File: config.mk
export PLATFORM = sky130hd
export DESIGN_NAME = spi_can_controller_register_port
export DESIGN_NICKNAME = d
export VERILOG_FILES = /design/src/rtl/core/scrp_pkg.sv /design/src/rtl/core/spi_can_controller_register_port.sv /design/src/rtl/core/scrp_ram.sv
export SDC_FILE = /design/constraint.sdc
export NUM_CORES = 2
export LEC_CHECK = 0
export BUFFER_PORTS_ARGS = -buffer_cell sky130_fd_sc_hd__buf_2
export CAP_MARGIN = 20
export CORE_MARGIN = 2
export CORE_UTILIZATION = 60
export DETAILED_ROUTE_END_ITERATION = 8
export PLACE_DENSITY_LB_ADDON = 0.15
export SYNTH_ARGS = -nofsm -noshare
export SYNTH_HDL_FRONTEND = slang
export SYNTH_SLANG_ARGS = --single-unit
File: constraint.sdc
create_clock -name i_clk -period 15.65 [get_ports i_clk]
set_clock_uncertainty 0.1 [all_clocks]
set_input_delay 0 -clock i_clk [delete_from_list [all_inputs] [get_ports i_clk]]
set_output_delay 0 -clock i_clk [all_outputs]
set_load 0.005 [all_outputs]
File: src/rtl/core/scrp_pkg.sv
// shared types, opcodes and register addresses for the spi register port of the can controller
package scrp_pkg;

    // register address space
    localparam int ADDR_W    = 7;
    localparam int REG_DEPTH = 1 << ADDR_W;

    typedef logic [ADDR_W-1:0] t_addr;

    // instruction opcodes
    localparam logic [7:0] OP_RESET  = 8'hC0;
    localparam logic [7:0] OP_WRITE  = 8'h02;
    localparam logic [7:0] OP_READ   = 8'h03;
    localparam logic [7:0] OP_MODIFY = 8'h05;
    localparam logic [7:0] OP_STATUS = 8'hA0;
    localparam logic [7:0] OP_RTS0   = 8'h81;

    // registers with special behavior
    localparam t_addr A_CANSTAT  = t_addr'(8'h0E);
    localparam t_addr A_CANCTRL  = t_addr'(8'h0F);
    localparam t_addr A_CANINTF  = t_addr'(8'h2C);
    localparam t_addr A_TXB0CTRL = t_addr'(8'h30);

    // mode field lives in bits 7..5, configuration mode after reset
    localparam logic [7:0] MODE_CONFIG = 8'h80;
    localparam int         TXREQ_POS   = 3;
    localparam int         RX0IF_POS   = 0;

    // position within a transaction
    typedef enum logic [1:0] {
        PH_ADDR,
        PH_MASK,
        PH_DATA,
        PH_DONE
    } t_phase;

endpackage

File: src/rtl/core/spi_can_controller_register_port.sv
// spi slave register port of a can controller: instruction decode, register file, status
//
//   channel   signals                                   payload
//   request   i_req_valid / o_req_ready                 i_mosi_byte, i_first_byte
//   response  o_rsp_valid / i_rsp_ready                 o_miso_byte
//
// one request per cycle while o_req_ready is high; each request yields one registered response.
// the register file ram is read ahead at the next address pointer,
// with a bypass for a write to that same address, so reads never stall.
// synchronous reset (and the reset instruction) clear per-entry valid bits at once;
// an entry never written since reads as zero, so no clearing pass is needed.
// o_req_ready is low while reset is held and while the skid entry holds a response.
// a two-deep response buffer keeps requests flowing while one response waits.
module spi_can_controller_register_port (
    input  logic       i_clk,
    input  logic       i_rst_n,
    input  logic       i_req_valid,
    output logic       o_req_ready,
    input  logic [7:0] i_mosi_byte,
    input  logic       i_first_byte,
    output logic       o_rsp_valid,
    input  logic       i_rsp_ready,
    output logic [7:0] o_miso_byte
);

    // transaction state
    logic [7:0]                    r_instr, n_instr;
    scrp_pkg::t_phase              r_phase, n_phase;
    scrp_pkg::t_addr               r_ptr, n_ptr;
    logic [7:0]                    r_mask, n_mask;

    // registers kept in flops
    logic [2:0]                    r_canstat, n_canstat;
    logic [7:0]                    r_canctrl, n_canctrl;
    logic [7:0]                    r_canintf, n_canintf;
    logic [7:0]                    r_txb0ctrl, n_txb0ctrl;

    // register file ram bookkeeping
    logic [scrp_pkg::REG_DEPTH-1:0] r_valid, n_valid;
    logic                          r_byp_hit;
    logic [7:0]                    r_byp_data;
    logic [7:0]                    w_ram_q;
    logic                          w_ram_we;

    // response buffer
    logic                          r_out_valid;
    logic [7:0]                    r_out_data;
    logic                          r_skid_valid;
    logic [7:0]                    r_skid_data;

    logic                          w_acc;
    logic                          w_take;
    logic [7:0]                    w_ram_val;
    logic [7:0]                    w_cur;
    logic                          w_we;
    logic [7:0]                    w_wdata;
    logic [7:0]                    w_result;

    assign o_req_ready = i_rst_n && !r_skid_valid;
    assign w_acc       = i_req_valid && o_req_ready;
    assign w_take      = r_out_valid && i_rsp_ready;
    assign o_rsp_valid = r_out_valid;
    assign o_miso_byte = r_out_data;

    // ram holding the ordinary registers
    scrp_ram #(
        .WIDTH (8),
        .DEPTH (scrp_pkg::REG_DEPTH)
    ) u_regs (
        .i_clk   (i_clk),
        .i_we    (w_ram_we),
        .i_waddr (r_ptr),
        .i_wdata (w_wdata),
        .i_raddr (n_ptr),
        .o_rdata (w_ram_q)
    );

    // current register value at the address pointer
    always_comb begin
        if (r_byp_hit) begin
            w_ram_val = r_byp_data;
        end else if (r_valid[r_ptr]) begin
            w_ram_val = w_ram_q;
        end else begin
            w_ram_val = 8'h00;
        end
        case (r_ptr)
            scrp_pkg::A_CANSTAT:  w_cur = {r_canstat, 5'b0};
            scrp_pkg::A_CANCTRL:  w_cur = r_canctrl;
            scrp_pkg::A_CANINTF:  w_cur = r_canintf;
            scrp_pkg::A_TXB0CTRL: w_cur = r_txb0ctrl;
            default:              w_cur = w_ram_val;
        endcase
    end

    // store request and response byte for this request
    always_comb begin
        w_we     = 1'b0;
        w_wdata  = i_mosi_byte;
        w_result = 8'h00;
        if (w_acc && !i_first_byte) begin
            case (r_instr)
                scrp_pkg::OP_WRITE: begin
                    w_we = (r_phase != scrp_pkg::PH_ADDR);
                end
                scrp_pkg::OP_READ: begin
                    if (r_phase != scrp_pkg::PH_ADDR) begin
                        w_result = w_cur;
                    end
                end
                scrp_pkg::OP_MODIFY: begin
                    if (r_phase == scrp_pkg::PH_DATA) begin
                        w_we    = 1'b1;
                        w_wdata = (w_cur & ~r_mask) | (i_mosi_byte & r_mask);
                    end
                end
                scrp_pkg::OP_STATUS: begin
                    w_result = {5'b0, r_txb0ctrl[scrp_pkg::TXREQ_POS], 1'b0,
                                r_canintf[scrp_pkg::RX0IF_POS]};
                end
                default: begin
                    w_result = 8'h00;
                end
            endcase
        end
    end

    // canstat is read-only
    assign w_ram_we = w_we && (r_ptr != scrp_pkg::A_CANSTAT);

    // next transaction and register state
    always_comb begin
        n_instr    = r_instr;
        n_phase    = r_phase;
        n_ptr      = r_ptr;
        n_mask     = r_mask;
        n_canstat  = r_canstat;
        n_canctrl  = r_canctrl;
        n_canintf  = r_canintf;
        n_txb0ctrl = r_txb0ctrl;
        n_valid    = r_valid;
        if (w_acc && i_first_byte) begin
            n_instr = i_mosi_byte;
            n_phase = scrp_pkg::PH_ADDR;
            if (i_mosi_byte == scrp_pkg::OP_RESET) begin
                n_valid    = '0;
                n_canstat  = scrp_pkg::MODE_CONFIG[7:5];
                n_canctrl  = scrp_pkg::MODE_CONFIG;
                n_canintf  = 8'h00;
                n_txb0ctrl = 8'h00;
                n_ptr      = '0;
                n_mask     = 8'h00;
            end else if (i_mosi_byte == scrp_pkg::OP_RTS0) begin
                n_txb0ctrl[scrp_pkg::TXREQ_POS] = 1'b1;
            end
        end else if (w_acc) begin
            case (r_instr)
                scrp_pkg::OP_WRITE, scrp_pkg::OP_READ: begin
                    if (r_phase == scrp_pkg::PH_ADDR) begin
                        n_ptr   = i_mosi_byte[scrp_pkg::ADDR_W-1:0];
                        n_phase = scrp_pkg::PH_DATA;
                    end else begin
                        n_ptr = r_ptr + 1'b1;
                    end
                end
                scrp_pkg::OP_MODIFY: begin
                    case (r_phase)
                        scrp_pkg::PH_ADDR: begin
                            n_ptr   = i_mosi_byte[scrp_pkg::ADDR_W-1:0];
                            n_phase = scrp_pkg::PH_MASK;
                        end
                        scrp_pkg::PH_MASK: begin
                            n_mask  = i_mosi_byte;
                            n_phase = scrp_pkg::PH_DATA;
                        end
                        scrp_pkg::PH_DATA: begin
                            n_phase = scrp_pkg::PH_DONE;
                        end
                        default: begin
                            n_phase = r_phase;
                        end
                    endcase
                end
                default: begin
                    n_phase = r_phase;
                end
            endcase
            // register side effects of a store
            if (w_ram_we) begin
                n_valid[r_ptr] = 1'b1;
                case (r_ptr)
                    scrp_pkg::A_CANCTRL: begin
                        n_canctrl = w_wdata;
                        n_canstat = w_wdata[7:5];
                    end
                    scrp_pkg::A_CANINTF:  n_canintf  = w_wdata;
                    scrp_pkg::A_TXB0CTRL: n_txb0ctrl = w_wdata;
                    default:              n_canintf  = n_canintf;
                endcase
            end
        end
    end

    // state registers
    always_ff @(posedge i_clk) begin
        if (!i_rst_n) begin
            r_instr    <= 8'h00;
            r_phase    <= scrp_pkg::PH_ADDR;
            r_ptr      <= '0;
            r_mask     <= 8'h00;
            r_canstat  <= scrp_pkg::MODE_CONFIG[7:5];
            r_canctrl  <= scrp_pkg::MODE_CONFIG;
            r_canintf  <= 8'h00;
            r_txb0ctrl <= 8'h00;
            r_valid    <= '0;
            r_byp_hit  <= 1'b0;
        end else begin
            r_instr    <= n_instr;
            r_phase    <= n_phase;
            r_ptr      <= n_ptr;
            r_mask     <= n_mask;
            r_canstat  <= n_canstat;
            r_canctrl  <= n_canctrl;
            r_canintf  <= n_canintf;
            r_txb0ctrl <= n_txb0ctrl;
            r_valid    <= n_valid;
            r_byp_hit  <= w_ram_we && (r_ptr == n_ptr);
        end
    end

    // bypass data for a write that collides with the prefetch
    always_ff @(posedge i_clk) begin
        r_byp_data <= w_wdata;
    end

    // response buffer: output register plus one skid entry
    always_ff @(posedge i_clk) begin
        if (!i_rst_n) begin
            r_out_valid  <= 1'b0;
            r_skid_valid <= 1'b0;
        end else if (!r_out_valid || w_take) begin
            if (r_skid_valid) begin
                r_out_valid  <= 1'b1;
                r_skid_valid <= 1'b0;
            end else begin
                r_out_valid <= w_acc;
            end
        end else if (w_acc) begin
            r_skid_valid <= 1'b1;
        end
    end

    always_ff @(posedge i_clk) begin
        if (!r_out_valid || w_take) begin
            if (r_skid_valid) begin
                r_out_data <= r_skid_data;
            end else begin
                r_out_data <= w_result;
            end
        end else if (w_acc) begin
            r_skid_data <= w_result;
        end
    end

endmodule

File: src/rtl/core/scrp_ram.sv
// generic single write port ram with registered read
module scrp_ram #(
    parameter int WIDTH = 8,
    parameter int DEPTH = 128
) (
    input  logic                     i_clk,
    input  logic                     i_we,
    input  logic [$clog2(DEPTH)-1:0] i_waddr,
    input  logic [WIDTH-1:0]         i_wdata,
    input  logic [$clog2(DEPTH)-1:0] i_raddr,
    output logic [WIDTH-1:0]         o_rdata
);

    logic [WIDTH-1:0] r_mem [DEPTH];
    logic [WIDTH-1:0] r_rdata;

    // write port and registered read (old data on collision)
    always_ff @(posedge i_clk) begin
        if (i_we) begin
            r_mem[i_waddr] <= i_wdata;
        end
        r_rdata <= r_mem[i_raddr];
    end

    assign o_rdata = r_rdata;

endmodule
==> impl_summary.log <==
INFO  metric synth_seq_area_share = between 60% and 70%
INFO  metric floorplan.initialDensity = just over 60%
INFO  metric clock-root-buffer = clkbuf_16
INFO  metric cts_hold_buf = 22
INFO  metric path_clk_slew = about 0.060 ns
INFO  metric vias = roughly 34000
INFO  metric post_layout_net_count = ~3800
INFO  metric routedWlPerCell = ~27 µm
INFO  metric hold_depth = 3
INFO  metric syn-instance-count = roughly 3900
INFO  metric synth-warning-count = 0
INFO  metric worst-setup-path-type = flop to flop
INFO  metric synthesized_area_divided_by_synthesized_cell_count = 13.0 µm²
INFO  metric die_x = about 290 µm
INFO  metric post-place-ws = about 9.1 ns
INFO  metric global_route.usage.met3 = 5.83%
INFO  metric first_global_vias = about 32000
INFO  metric timing_hold_violations_final = 0
INFO  metric layout-drive-gt1-share = under 10%
INFO  metric timing.final.crit_period = ~6.7 ns
INFO  metric overflow = 0
INFO  metric setup_viol = 0
INFO  metric r2r.worst_path.cells = 11
INFO  metric synth-seq-cells = 1236
INFO  metric postSynth.topFlopCell = edfxtp_1
INFO  metric rsz0062_at_grt = false
INFO  metric post-dp-hpwl = between 70000 and 80000 µm
INFO  metric gp_congestion = about 0.88
INFO  metric max-vdd-ir-drop = between 0.1 and 0.15 mV
INFO  metric worst_path_arrival = 7.26 ns
INFO  metric die_h = ~290 µm
INFO  metric synth.distinct_cells = just under 90
INFO  metric remaining_drc_errors = 2
INFO  metric totalNegativeSetupSlack = 0 ns
INFO  metric final_antenna_net_count = 0
INFO  metric die_area = a little under 0.09 mm²
INFO  metric r2r_slack = 8.95 ns
INFO  metric cts-root-to-sink-buffers = 3
INFO  metric worstReg2RegStart = r_skid_valid
INFO  metric failed_checks = DRC
INFO  metric ios = 23
INFO  metric fp-row-count = 106
INFO  metric netlist_top_cells_count = edfxtp_1 (1040), nand2_1 (389), nor2_1 (322)
INFO  metric post-synth-top-area-fraction = between 60% and 70%
INFO  metric post_synth_main_area_contributors = edfxtp_1 (62%), dfxtp_1 (7.8%), a211oi_1 (4.4%), and3_1 (3.8%), nand2_1 (2.9%)
INFO  metric timing.hold.worst.class = input port to flop
INFO  metric mappedNetlistNets = approximately 3900
INFO  metric grt_util_all_layers = a little under a third
INFO  metric asyncSetResetFlopFracSynth = 0%
INFO  metric insertion_delay = 0.73 ns
INFO  metric timing.critical_path.from_type = flop
INFO  metric yosys.cell_count.top_type = edfxtp_1
INFO  metric hold_path_end = r_mask[6]
INFO  metric power.leakage = approximately 19 nW
INFO  metric run_status = complete, but fails checks
INFO  metric timing.critical_path.to_type = flop
INFO  metric layout_setup_ws = just under 9 ns
INFO  metric syn2layout_area_growth = 10.4%
INFO  metric drtIter0Drc = between 4000 and 5000
INFO  metric io_buffer_count = 22
INFO  metric use_met2 = slightly below 50%
INFO  metric synthesis.area = slightly above 0.05 mm²
INFO  metric synth_top_area_cell = edfxtp_1
INFO  metric share_of_the_cycle_needed_by_the_critical_path_after_routing = ~43%
INFO  metric achievable-frequency = 149 MHz
INFO  metric pin_count_of_the_biggest_net_entering_global_routing = approximately 200
INFO  metric p_per_cell_area = 120 mW/mm²
INFO  metric timing.max_cap.violations = 0
INFO  metric worst_r2r_dst = u_regs.o_rdata[7]
INFO  metric core_outline_area = about 0.083 mm²
INFO  metric global_route.peak_usage_layer = met2
INFO  metric critical_path_fanout_max = 185
INFO  metric synth_enable_flop_cells = ~1000
INFO  metric cts_inserted_buffers = 130
INFO  metric fillers = 5853
INFO  metric firstDrtPassIters = 9
INFO  metric grt_use_met1 = 44.0%
INFO  metric cts_tree = yes
INFO  metric timing_worst_slew_pin_value = around 1.3 ns
INFO  metric hp-start = i_mosi_byte[6]
INFO  metric grt_antenna_before_repair = 3
INFO  metric cts_resized = 0
INFO  metric numClockSinks = approximately 1200
INFO  metric detail_route.vias_per_cell = between 6 and 7
INFO  metric crit_required = ~16 ns
INFO  metric h_tree_levels = 4
INFO  metric cts_post_setup_buffers_inserted = 0
INFO  metric finalWirelength = 136000 µm
INFO  metric relSlewSlack = a little under an eighth
INFO  metric grt_pass1_wl = 203000 µm
INFO  metric final-max-slew-violation-count = 0
-- how the worst max path moves through the flow --
stage,start,slack [ns],endpoint
final,r_skid_valid,8.95,u_regs.o_rdata[7]
after CTS,r_skid_valid,9.17,u_regs.o_rdata[3]
after global routing,r_skid_valid,8.80,u_regs.o_rdata[7]
after floorplan,r_ptr[0],6.70,u_regs.r_mem[0][0]
after detailed placement,i_rst_n,9.12,u_regs.o_rdata[3]
after global placement,r_ptr[0],9.31,u_regs.o_rdata[3]
-- layer usage --
layer | share of wire [%] | vias up | wire length (µm)
met5 | 0.0081 | - | 11
met4 | 4.1 | 2 | 5630
met3 | 9.3 | 332 | 12700
met2 | 47 | 1813 | 63500
met1 | 40 | 16900 | 54400
li1 | - | 14900 | -
-- power by group --
group	leakage [nW]	internal [W]	switching, W
Combinational	6.31	0.0000353	0.000115
Clock	1.98	0.00170	0.00124
Sequential	10.9	0.00357	0.00000457
-- cells in the final DEF, fill, tap and decap left out, types with 9 or more instances in the layout --
cell type	count
edfxtp_1	1040
nand2_1	382
nor2_1	317
and3_1	305
a211oi_1	298
dfxtp_1	193
a31oi_1	163
a21oi_1	153
clkbuf_16	133
o21ai_0	123
mux2i_1	99
o22ai_1	68
buf_4	59
nand3_1	49
clkbuf_1	36
nor4_1	28
clkinv_1	27
buf_2	26
dlygate4sd3_1	22
o211ai_1	21
nor3_1	19
and2_1	16
nand2b_1	15
nor2b_1	14
mux2_2	14
mux4_2	14
clkinv_2	13
nand3b_1	12
a22o_1	12
a22oi_1	12
inv_1	11
o221ai_1	10
a221oi_1	10
o2111ai_1	9
or4_1	9
a21boi_0	9
-- cell families after synthesis --
| group | count (synthesis) | share of synthesized area (%) |
|---|---|---|
| AO/OA/AOI/OAI | 971 | 12.8 |
| XOR/XNOR | 1 | 0.0174 |
| buffers and inverters | 318 | 2.73 |
| multiplexers | 127 | 2.90 |
| AND/OR/NAND/NOR | 1228 | 11.7 |
| flip-flops | 1236 | 69.6 |
| adder cells (fa/ha/maj) | 6 | 0.149 |
-- critical path: stages, from the launching register on --
cell and delay (ns):
dfxtp_1 0.46, and4b_1 0.91, nand3_1 0.44, a32o_4 0.64
nand2_8 0.62, buf_12 0.63, buf_4 0.73, a211oi_1 0.17
o21ai_0 0.21, o21ai_0 0.15, nor4_1 1.08, or4_1 0.24
-- through the flow --
| step | cells | total power, W | instance area [µm²] | hold slack [ns] | util (%) |
|---|---|---|---|---|---|
| 2_1_floorplan | 3887 | 0.00373 | 50500 | 0.0329 | - |
| 3_5_place_dp | 4750 | 0.00379 | 51400 | 0.240 | 61.6 |
| 4_1_cts | 5007 | 0.00668 | 55700 | 0.0338 | 66.8 |
| 6_report | 5012 | 0.00666 | 55700 | 0.0625 | 66.8 |
| 3_3_place_gp | 4743 | 0.00378 | 51300 | 0.225 | 61.5 |
| 5_1_grt | 5009 | 0.00682 | 55700 | 0.0776 | 66.8 |
-- state kept, by name, indices dropped and copies added (netlist names), 2 cells and up --
register and cells:
r_canintf 8, r_canctrl 5, u_regs.r_mem 1024, r_ptr 7, r_canstat 3, r_mask 8, r_byp_data 8, u_regs.o_rdata 8
r_phase 2, r_valid 128, r_instr 8, r_skid_data 8, r_txb0ctrl 8, o_miso_byte 8
-- area by class of cell --
| cell class | count | area, µm² | area share, % |
|---|---|---|---|
| tap | 1080 | 1350 | 2.42 |
| inverter | 12 | 47.5 | 0.0853 |
| multi-input combinational | 2333 | 14200 | 25.5 |
| timing repair buffer | 113 | 921 | 1.65 |
| clock buffer | 177 | 3570 | 6.41 |
| antenna | 3 | 7.51 | 0.0135 |
| clock inverter | 58 | 492 | 0.882 |
| sequential | 1236 | 35200 | 63.1 |
Note: power is estimated with default switching activity, not from simulation.
